==> src/hw/rtl/cpfd_pkg.sv <==
// Shared types and codes for the common packet format item deframer.
package cpfd_pkg;

    // Parser position within the frame
    typedef enum logic [2:0] {
        PH_CNT_LO = 3'd0,
        PH_CNT_HI = 3'd1,
        PH_TYP_LO = 3'd2,
        PH_TYP_HI = 3'd3,
        PH_LEN_LO = 3'd4,
        PH_LEN_HI = 3'd5,
        PH_DATA   = 3'd6,
        PH_IGNORE = 3'd7
    } phase_t;

    // Per-byte event codes
    localparam logic [2:0] EV_HEADER  = 3'd0;
    localparam logic [2:0] EV_PAYLOAD = 3'd1;
    localparam logic [2:0] EV_LASTPAY = 3'd2;
    localparam logic [2:0] EV_EMPTY   = 3'd3;
    localparam logic [2:0] EV_IGNORED = 3'd4;

    // Frame status codes
    localparam logic [1:0] ST_DONE   = 2'd0;
    localparam logic [1:0] ST_EARLY  = 2'd1;
    localparam logic [1:0] ST_INSIDE = 2'd2;
    localparam logic [1:0] ST_SHORT  = 2'd3;

    typedef struct packed {
        logic [7:0] in_byte;
        logic       frame_last;
    } item_t;

    typedef struct packed {
        logic [2:0]  event_res;
        logic [15:0] item_index;
        logic [15:0] item_type;
        logic [15:0] item_length;
        logic [7:0]  data_byte;
        logic [15:0] data_offset;
        logic        frame_done;
        logic [1:0]  frame_status;
    } result_t;

    typedef struct packed {
        phase_t      phase;
        logic [15:0] declared_items;
        logic [15:0] items_finished;
        logic [7:0]  low_byte_hold;
        logic [15:0] current_type;
        logic [15:0] current_length;
        logic [15:0] payload_left;
    } parse_state_t;

    localparam parse_state_t STATE_RESET = '{
        phase:          PH_CNT_LO,
        declared_items: 16'd0,
        items_finished: 16'd0,
        low_byte_hold:  8'd0,
        current_type:   16'd0,
        current_length: 16'd0,
        payload_left:   16'd0
    };

endpackage

==> src/hw/rtl/cpfd_step.sv <==
// One parse step: byte plus parser state in, result and next state out.
module cpfd_step (
    input  cpfd_pkg::parse_state_t state_cur,
    input  cpfd_pkg::item_t        item,
    output cpfd_pkg::parse_state_t state_next,
    output cpfd_pkg::result_t      result_next
);

    logic [15:0] fin_inc;
    logic        all_done_inc;
    logic [15:0] left_dec;
    logic [15:0] len_full;
    logic [15:0] count_full;
    logic [1:0]  status;
    cpfd_pkg::parse_state_t st;

    assign fin_inc      = state_cur.items_finished + 16'd1;
    assign all_done_inc = (fin_inc >= state_cur.declared_items);
    assign left_dec     = state_cur.payload_left - 16'd1;
    assign len_full     = {item.in_byte, state_cur.current_length[7:0]};
    assign count_full   = {item.in_byte, state_cur.low_byte_hold};

    always_comb begin
        st          = state_cur;
        result_next = '0;
        status      = cpfd_pkg::ST_DONE;
        result_next.event_res = cpfd_pkg::EV_HEADER;
        case (state_cur.phase)
            cpfd_pkg::PH_CNT_LO: begin
                st.low_byte_hold = item.in_byte;
                st.phase         = cpfd_pkg::PH_CNT_HI;
                status           = cpfd_pkg::ST_SHORT;
            end
            cpfd_pkg::PH_CNT_HI: begin
                st.declared_items = count_full;
                st.items_finished = 16'd0;
                if (count_full == 16'd0) begin
                    st.phase = cpfd_pkg::PH_IGNORE;
                    status   = cpfd_pkg::ST_DONE;
                end else begin
                    st.phase = cpfd_pkg::PH_TYP_LO;
                    status   = cpfd_pkg::ST_EARLY;
                end
            end
            cpfd_pkg::PH_TYP_LO: begin
                st.current_type   = {8'd0, item.in_byte};
                st.current_length = 16'd0;
                st.phase          = cpfd_pkg::PH_TYP_HI;
                result_next.item_index = state_cur.items_finished;
                result_next.item_type  = {8'd0, item.in_byte};
                status = cpfd_pkg::ST_INSIDE;
            end
            cpfd_pkg::PH_TYP_HI: begin
                st.current_type = {item.in_byte, state_cur.current_type[7:0]};
                st.phase        = cpfd_pkg::PH_LEN_LO;
                result_next.item_index = state_cur.items_finished;
                result_next.item_type  = {item.in_byte, state_cur.current_type[7:0]};
                status = cpfd_pkg::ST_INSIDE;
            end
            cpfd_pkg::PH_LEN_LO: begin
                st.current_length = {8'd0, item.in_byte};
                st.phase          = cpfd_pkg::PH_LEN_HI;
                result_next.item_index  = state_cur.items_finished;
                result_next.item_type   = state_cur.current_type;
                result_next.item_length = {8'd0, item.in_byte};
                status = cpfd_pkg::ST_INSIDE;
            end
            cpfd_pkg::PH_LEN_HI: begin
                st.current_length = len_full;
                st.payload_left   = len_full;
                result_next.item_index  = state_cur.items_finished;
                result_next.item_type   = state_cur.current_type;
                result_next.item_length = len_full;
                if (len_full == 16'd0) begin
                    // empty item closes on its length byte
                    result_next.event_res = cpfd_pkg::EV_EMPTY;
                    st.items_finished = fin_inc;
                    st.phase  = all_done_inc ? cpfd_pkg::PH_IGNORE : cpfd_pkg::PH_TYP_LO;
                    status    = all_done_inc ? cpfd_pkg::ST_DONE : cpfd_pkg::ST_EARLY;
                end else begin
                    st.phase = cpfd_pkg::PH_DATA;
                    status   = cpfd_pkg::ST_INSIDE;
                end
            end
            cpfd_pkg::PH_DATA: begin
                result_next.item_index  = state_cur.items_finished;
                result_next.item_type   = state_cur.current_type;
                result_next.item_length = state_cur.current_length;
                result_next.data_byte   = item.in_byte;
                result_next.data_offset = state_cur.current_length - state_cur.payload_left;
                st.payload_left = left_dec;
                if (left_dec == 16'd0) begin
                    result_next.event_res = cpfd_pkg::EV_LASTPAY;
                    st.items_finished = fin_inc;
                    st.phase  = all_done_inc ? cpfd_pkg::PH_IGNORE : cpfd_pkg::PH_TYP_LO;
                    status    = all_done_inc ? cpfd_pkg::ST_DONE : cpfd_pkg::ST_EARLY;
                end else begin
                    result_next.event_res = cpfd_pkg::EV_PAYLOAD;
                    status = cpfd_pkg::ST_INSIDE;
                end
            end
            default: begin
                result_next.event_res  = cpfd_pkg::EV_IGNORED;
                result_next.item_index = state_cur.items_finished;
                status = cpfd_pkg::ST_DONE;
            end
        endcase

        result_next.frame_done   = item.frame_last;
        result_next.frame_status = item.frame_last ? status : cpfd_pkg::ST_DONE;
        // parser rearms for the next frame after its final byte
        state_next = item.frame_last ? cpfd_pkg::STATE_RESET : st;
    end

endmodule

==> src/hw/rtl/cpf_item_deframer.sv <==
// Top level of the common packet format item deframer.
//
// Streaming parser for a common packet format frame, one byte per request.
// The frame opens with a little-endian 16-bit item count; each counted item
// follows as a 16-bit type, a 16-bit length and that many payload bytes, all
// little-endian. Every input byte yields exactly one result: a header byte, a
// payload byte tagged with item index, type, length and offset, the last
// payload byte of an item, an empty-item mark on the length high byte of a
// zero-length item, or an ignored byte (past the counted items). The result
// for the byte marked frame_last carries frame_done and the frame status
// (complete, ended early at an item boundary, ended inside an item so the
// partial item must be dropped, or fewer than two bytes); the parser then
// returns to its reset state for the next frame.
// Throughput is one byte per clock, sustained, while m_ready stays high. A
// request accepted into the input register goes through one parse step in
// logic and lands in the result register, with m_valid high, once that
// register is free. s_ready stays high whenever the result register is free
// or is being drained in the same cycle, so a stall on the m_ side backs up
// through at most the two registers. Reset is synchronous on aresetn; there
// is no setup pass after it.
module cpf_item_deframer (
    input  logic                aclk,
    input  logic                aresetn,
    input  logic                s_valid,
    output logic                s_ready,
    input  cpfd_pkg::item_t     s_item,
    output logic                m_valid,
    input  logic                m_ready,
    output cpfd_pkg::result_t   m_result
);

    // input stage
    logic                   in_valid_reg;
    cpfd_pkg::item_t        in_reg;

    // parser state and result stage
    cpfd_pkg::parse_state_t state_reg;
    cpfd_pkg::parse_state_t state_next;
    logic                   out_valid_reg;
    cpfd_pkg::result_t      result_reg;
    cpfd_pkg::result_t      result_next;

    logic advance;

    // move the held byte into the result register when that slot is free
    assign advance = in_valid_reg && (!out_valid_reg || m_ready);
    assign s_ready = !in_valid_reg || advance;

    cpfd_step u_step (
        .state_cur   (state_reg),
        .item        (in_reg),
        .state_next  (state_next),
        .result_next (result_next)
    );

    // control and parser state
    always_ff @(posedge aclk) begin
        if (!aresetn) begin
            in_valid_reg  <= 1'b0;
            out_valid_reg <= 1'b0;
            state_reg     <= cpfd_pkg::STATE_RESET;
        end else begin
            if (s_ready) begin
                in_valid_reg <= s_valid;
            end
            if (advance) begin
                state_reg     <= state_next;
                out_valid_reg <= 1'b1;
            end else if (m_ready) begin
                out_valid_reg <= 1'b0;
            end
        end
    end

    // payload registers, no reset needed
    always_ff @(posedge aclk) begin
        if (s_valid && s_ready) begin
            in_reg <= s_item;
        end
        if (advance) begin
            result_reg <= result_next;
        end
    end

    assign m_valid  = out_valid_reg;
    assign m_result = result_reg;

    // the parser rearms once the final byte of a frame has been processed
    a_rearm_after_last: assert property (@(posedge aclk) disable iff (!aresetn)
        (advance && in_reg.frame_last) |=> (state_reg.phase == cpfd_pkg::PH_CNT_LO))
        else $error("parser not rearmed after frame end");

    // payload phase always has bytes left to consume
    a_data_left: assert property (@(posedge aclk) disable iff (!aresetn)
        (state_reg.phase == cpfd_pkg::PH_DATA) |-> (state_reg.payload_left != 16'd0))
        else $error("payload phase with nothing left");

    // never more items finished than the count declared
    a_finished_bound: assert property (@(posedge aclk) disable iff (!aresetn)
        state_reg.items_finished <= state_reg.declared_items)
        else $error("items finished exceeds declared count");

    // payload offsets stay inside the declared length
    a_offset_bound: assert property (@(posedge aclk) disable iff (!aresetn)
        (m_valid && (m_result.event_res == cpfd_pkg::EV_PAYLOAD ||
                     m_result.event_res == cpfd_pkg::EV_LASTPAY))
        |-> (m_result.data_offset < m_result.item_length))
        else $error("payload offset beyond item length");

    // status is only reported on the final byte
    a_status_quiet: assert property (@(posedge aclk) disable iff (!aresetn)
        (m_valid && !m_result.frame_done) |-> (m_result.frame_status == cpfd_pkg::ST_DONE))
        else $error("frame status set before frame end");

endmodule
==> config.mk <==
export PLATFORM = sky130hd
export DESIGN_NAME = cpf_item_deframer
export DESIGN_NICKNAME = d
export VERILOG_FILES = /design/src/hw/rtl/cpfd_pkg.sv /design/src/hw/rtl/cpfd_step.sv /design/src/hw/rtl/cpf_item_deframer.sv
export SDC_FILE = /design/constraint.sdc
export NUM_CORES = 1
export LEC_CHECK = 0
export BUFFER_PORTS_ARGS = -buffer_cell sky130_fd_sc_hd__buf_2
export CELL_PAD_IN_SITES_DETAIL_PLACEMENT = 1
export CELL_PAD_IN_SITES_GLOBAL_PLACEMENT = 1
export CORE_MARGIN = 2
export CORE_UTILIZATION = 42
export DETAILED_ROUTE_END_ITERATION = 10
export MAX_ROUTING_LAYER = met4
export PLACE_DENSITY = 0.87
export SLEW_MARGIN = 5
export SYNTH_ARGS = -nofsm -noshare
export SYNTH_HDL_FRONTEND = slang
export SYNTH_SLANG_ARGS = --single-unit
export TNS_END_PERCENT = 1
==> constraint.sdc <==
create_clock -name aclk -period 4.16 [get_ports aclk]
set_input_delay 0.624 -clock aclk [delete_from_list [all_inputs] [get_ports aclk]]
set_output_delay 0.624 -clock aclk [all_outputs]
set_load 0.01 [all_outputs]
==> results list <==
- Worst setup slack before clock tree synthesis: 202 ps
- Highest metal layer with signal wires: met4
- The worst path needs 3810 ps of the cycle, external delays included.
* Mapped cell area: 8950 µm²
- CTS tree: built
- Buffers added on ports: 92
- Outcome: finished clean
- The via count of the first global-routing pass is 7836.
* Most common library cells after synthesis: 134 x sky130_fd_sc_hd__nor2_1, 93 x sky130_fd_sc_hd__dfxtp_1, 87 x sky130_fd_sc_hd__edfxtp_1
- By instance count, the leading cell after synthesis is sky130_fd_sc_hd__nor2_1.
* # fillers: 2408
- In this run the count of I/O pins placed on the die edge is 93.
* Last weighted congestion value of the routability-driven placer: 0.888
- Ratio of routed vias to standard cells: 5.95
- After detailed routing, the average wire length per cell comes to 21.2 µm.
- Endpoint class of the critical path: register
* Cell type contributing the most total cell area after synthesis: sky130_fd_sc_hd__edfxtp_1
* Final worst slack: 346 ps
- Placed cell count: 1259
* Net count after synthesis: 977
* Area inside the core boundary: 21000 µm²
- The register with the most flip-flops in the layout has 91 of them.
* Post-synth top flop: sky130_fd_sc_hd__dfxtp_1
* Post-synthesis sequential element count: 180
- The final-report hold violation count is 0.
- Diode insertion count for antenna repair: 0
* Worst slack on hold paths: 351 ps
- The critical path is of the register to register type.
* Endpoint arrival time on the critical path: 4140 ps
- Final max-slew violation count: 0
- Setup repair after global routing left no endpoint under its margin.
* Netlist cell types: 55
- The net count of the finished layout is 1055.
- Row Count: 53
* Maximum fanout encountered on the critical timing path: 7
* Largest cells by area after synthesis: sky130_fd_sc_hd__edfxtp_1 29%, sky130_fd_sc_hd__dfxtp_1 21%, sky130_fd_sc_hd__nor2_1 5.6%
* Number of DRC markers in iteration 0: 527
- In this run the power density over the cells is 363 nW/µm².
- Count of flip-flops with a built-in enable after synthesis: 87
- Overall Power: 3.72 mW
- In the final routing, the length of wire on met1 measures 11400 µm.
- In this run the tightest slew margin relative to its limit is 0.331.
- Summed over all cells, the static leakage comes to 3.99 nW.
* Cell depth of the worst hold path: 1
- After detailed placement, the total cell area comes to 9670 µm².
- Highest cell delay on the worst timing path: 460 ps
- The first global-routing pass estimated 42900 µm of wire.
* Maximum root-to-sink buffer count: 2
- Design Area, Final: 10200 µm²
- CP Buf/Inv Count: 0
- In the detailed route, the total length drawn on met2 is 13400 µm.
* Root buf cell: sky130_fd_sc_hd__clkbuf_16
- Once layout is complete, the cells apart from fillers number 1291.
- The floorplan step defined a die boundary enclosing 22500 µm².
- Sum of net half-perimeters after detailed placement: 18900 µm
- Number of warnings printed during yosys synthesis: 0
- Before antenna repair, the detailed router went through 5 iterations.
- Async SR Flop Fraction: 0
* Critical Path Stages: 14
* Number of cell instances on the worst register-to-register path: 14
* Antenna violations before repair: 0
- Accumulated negative setup slack: 0 ps
- Overall overflow remaining after global route: 0
- Average cell area after synthesis: 9.67 µm²
- Of the post-synthesis cell area, the dominant cell type holds 0.292.
- At the pin with the least slew margin, the transition time is 997 ps.
- The routed layout has 7677 vias.
- Maximum number of pins on one net before global-route repair: 55
- The worst hold path belongs to the class primary input to register.
- Of the available clock period, the critical path in the final layout requires 0.917.
- Max-cap violations: 0
- The H-tree generated during clock tree synthesis spans 4 levels.
- Achievable frequency: 262 MHz
- STA classifies the critical path startpoint as a register.
* DR WL met3: 1740 µm
- In this run the remaining antenna-violating nets after routing total 0.
- Of the synthesized area, sequential elements account for 0.500.
- CTS clock-pin slew for the worst setup and hold paths: 70 ps
- The floorplan step set the die height to 150 µm.
* Number of standard cells after synthesis: 925
* Die X-Extent: 150 µm
* Skew final: 12.9 ps
* Post-detailed-route DRC marker count: 0
- The area growth from synthesis to layout is 14.4%.
* Total setup violations reported at the end of the flow: 0
- On the critical path the largest part of the delay comes from simple AND/OR/NAND/NOR gates.
* Number of sinks driven by the clock tree: 180
- Data on the critical path is required at its endpoint by 4490 ps.
- For this design, the slowest cell found on the critical path is sky130_fd_sc_hd__dfxtp_1.
* Critical-path cell list: ha_1 -> nand3_1 -> nor3_1 -> and3_1 -> and3_1 -> a31oi_1 -> or2_2 -> ha_1 -> a2111oi_2 -> nand3_1 -> a21oi_1 -> nor3_1 -> o211ai_1 -> mux2i_1
* Effective utilization at floorplan: 0.427
- Peak VDD IR: 0.268 mV
* Number of buffers added by the clock tree synthesis step: 17
- Share of the core filled with cells in the final layout: 0.488
- Final wirelength: 27400 µm
- For this run, the total global-route usage over all layers was measured as 0.255.
- Fraction of final layout cells with drive strength greater than 1: 0.144
- Clock latency on the worst-skew pair, taken at its later pin, is 450 ps.
-- timing repair --
action	in CTS	in global routing
gates resized for setup	0	2
hold buffers	0	0
setup endpoints to repair	0	3
buffers inserted	0	0
-- logic make-up after synthesis --
| group | share of synthesized area |
|---|---|
| muxes | 0.0235 |
| AOI/OAI and AO/OA | 0.172 |
| buffers and inverters | 0.0417 |
| and+or+nand+nor | 0.180 |
| DFF | 0.500 |
| adders and majority gates | 0.0554 |
| xor gates and xnor gates | 0.0274 |
-- power breakdown --
part,internal (mW),switching (mW)
combinational,0.0587,0.137
sequential,1.90,0.0377
clock,0.836,0.753
total,2.79,0.928
-- path summary, 6_finish.rpt --
| check | from | endpoint | slack, ps |
|---|---|---|---|
| setup / recovery | state_reg[56] | state_reg[90] | 350 |
| hold / removal | s_item[8] | in_reg[8] | 350 |
| setup reg to reg | state_reg[56] | state_reg[90] | 350 |
| hold reg to reg | state_reg[76] | state_reg[76] | 490 |
-- cell type report --
type                    count  area, µm²  area share
repair buffers            106        566      0.0552
multi-input cells         648       4110       0.401
well taps                 275        344      0.0336
flip-flops and latches    180       4470       0.437
inverters                  50        189      0.0185
clock buffers              19        433      0.0423
clock inverters            13        125      0.0122
-- placed cells by master, fill, tap and decap left out, types with 12 or more instances in the layout --
cell and instances:
sky130_fd_sc_hd__nor2_1 134, sky130_fd_sc_hd__dfxtp_1 93, sky130_fd_sc_hd__buf_2 92, sky130_fd_sc_hd__edfxtp_1 87, sky130_fd_sc_hd__nand2_1 58, sky130_fd_sc_hd__a21oi_1 51, sky130_fd_sc_hd__inv_1 48, sky130_fd_sc_hd__o21ai_0 40
sky130_fd_sc_hd__ha_1 38, sky130_fd_sc_hd__a22oi_1 32, sky130_fd_sc_hd__a22o_1 30, sky130_fd_sc_hd__and2_1 23, sky130_fd_sc_hd__mux2i_1 21, sky130_fd_sc_hd__nand3_1 19, sky130_fd_sc_hd__clkbuf_16 17, sky130_fd_sc_hd__and3_1 16
sky130_fd_sc_hd__nor2b_1 15, sky130_fd_sc_hd__nor3_1 15, sky130_fd_sc_hd__xnor2_1 14, sky130_fd_sc_hd__xor2_1 14, sky130_fd_sc_hd__o31ai_1 14, sky130_fd_sc_hd__buf_4 14, sky130_fd_sc_hd__o211ai_1 12
-- metal layers --
metal  vias to the layer above  GRT usage
met5                         -          -
met4                         0      0.108
met3                        76     0.0527
met2                       299      0.414
met1                      3796      0.309
li1                       3506          -
Note: power is estimated with default switching activity, not from simulation.
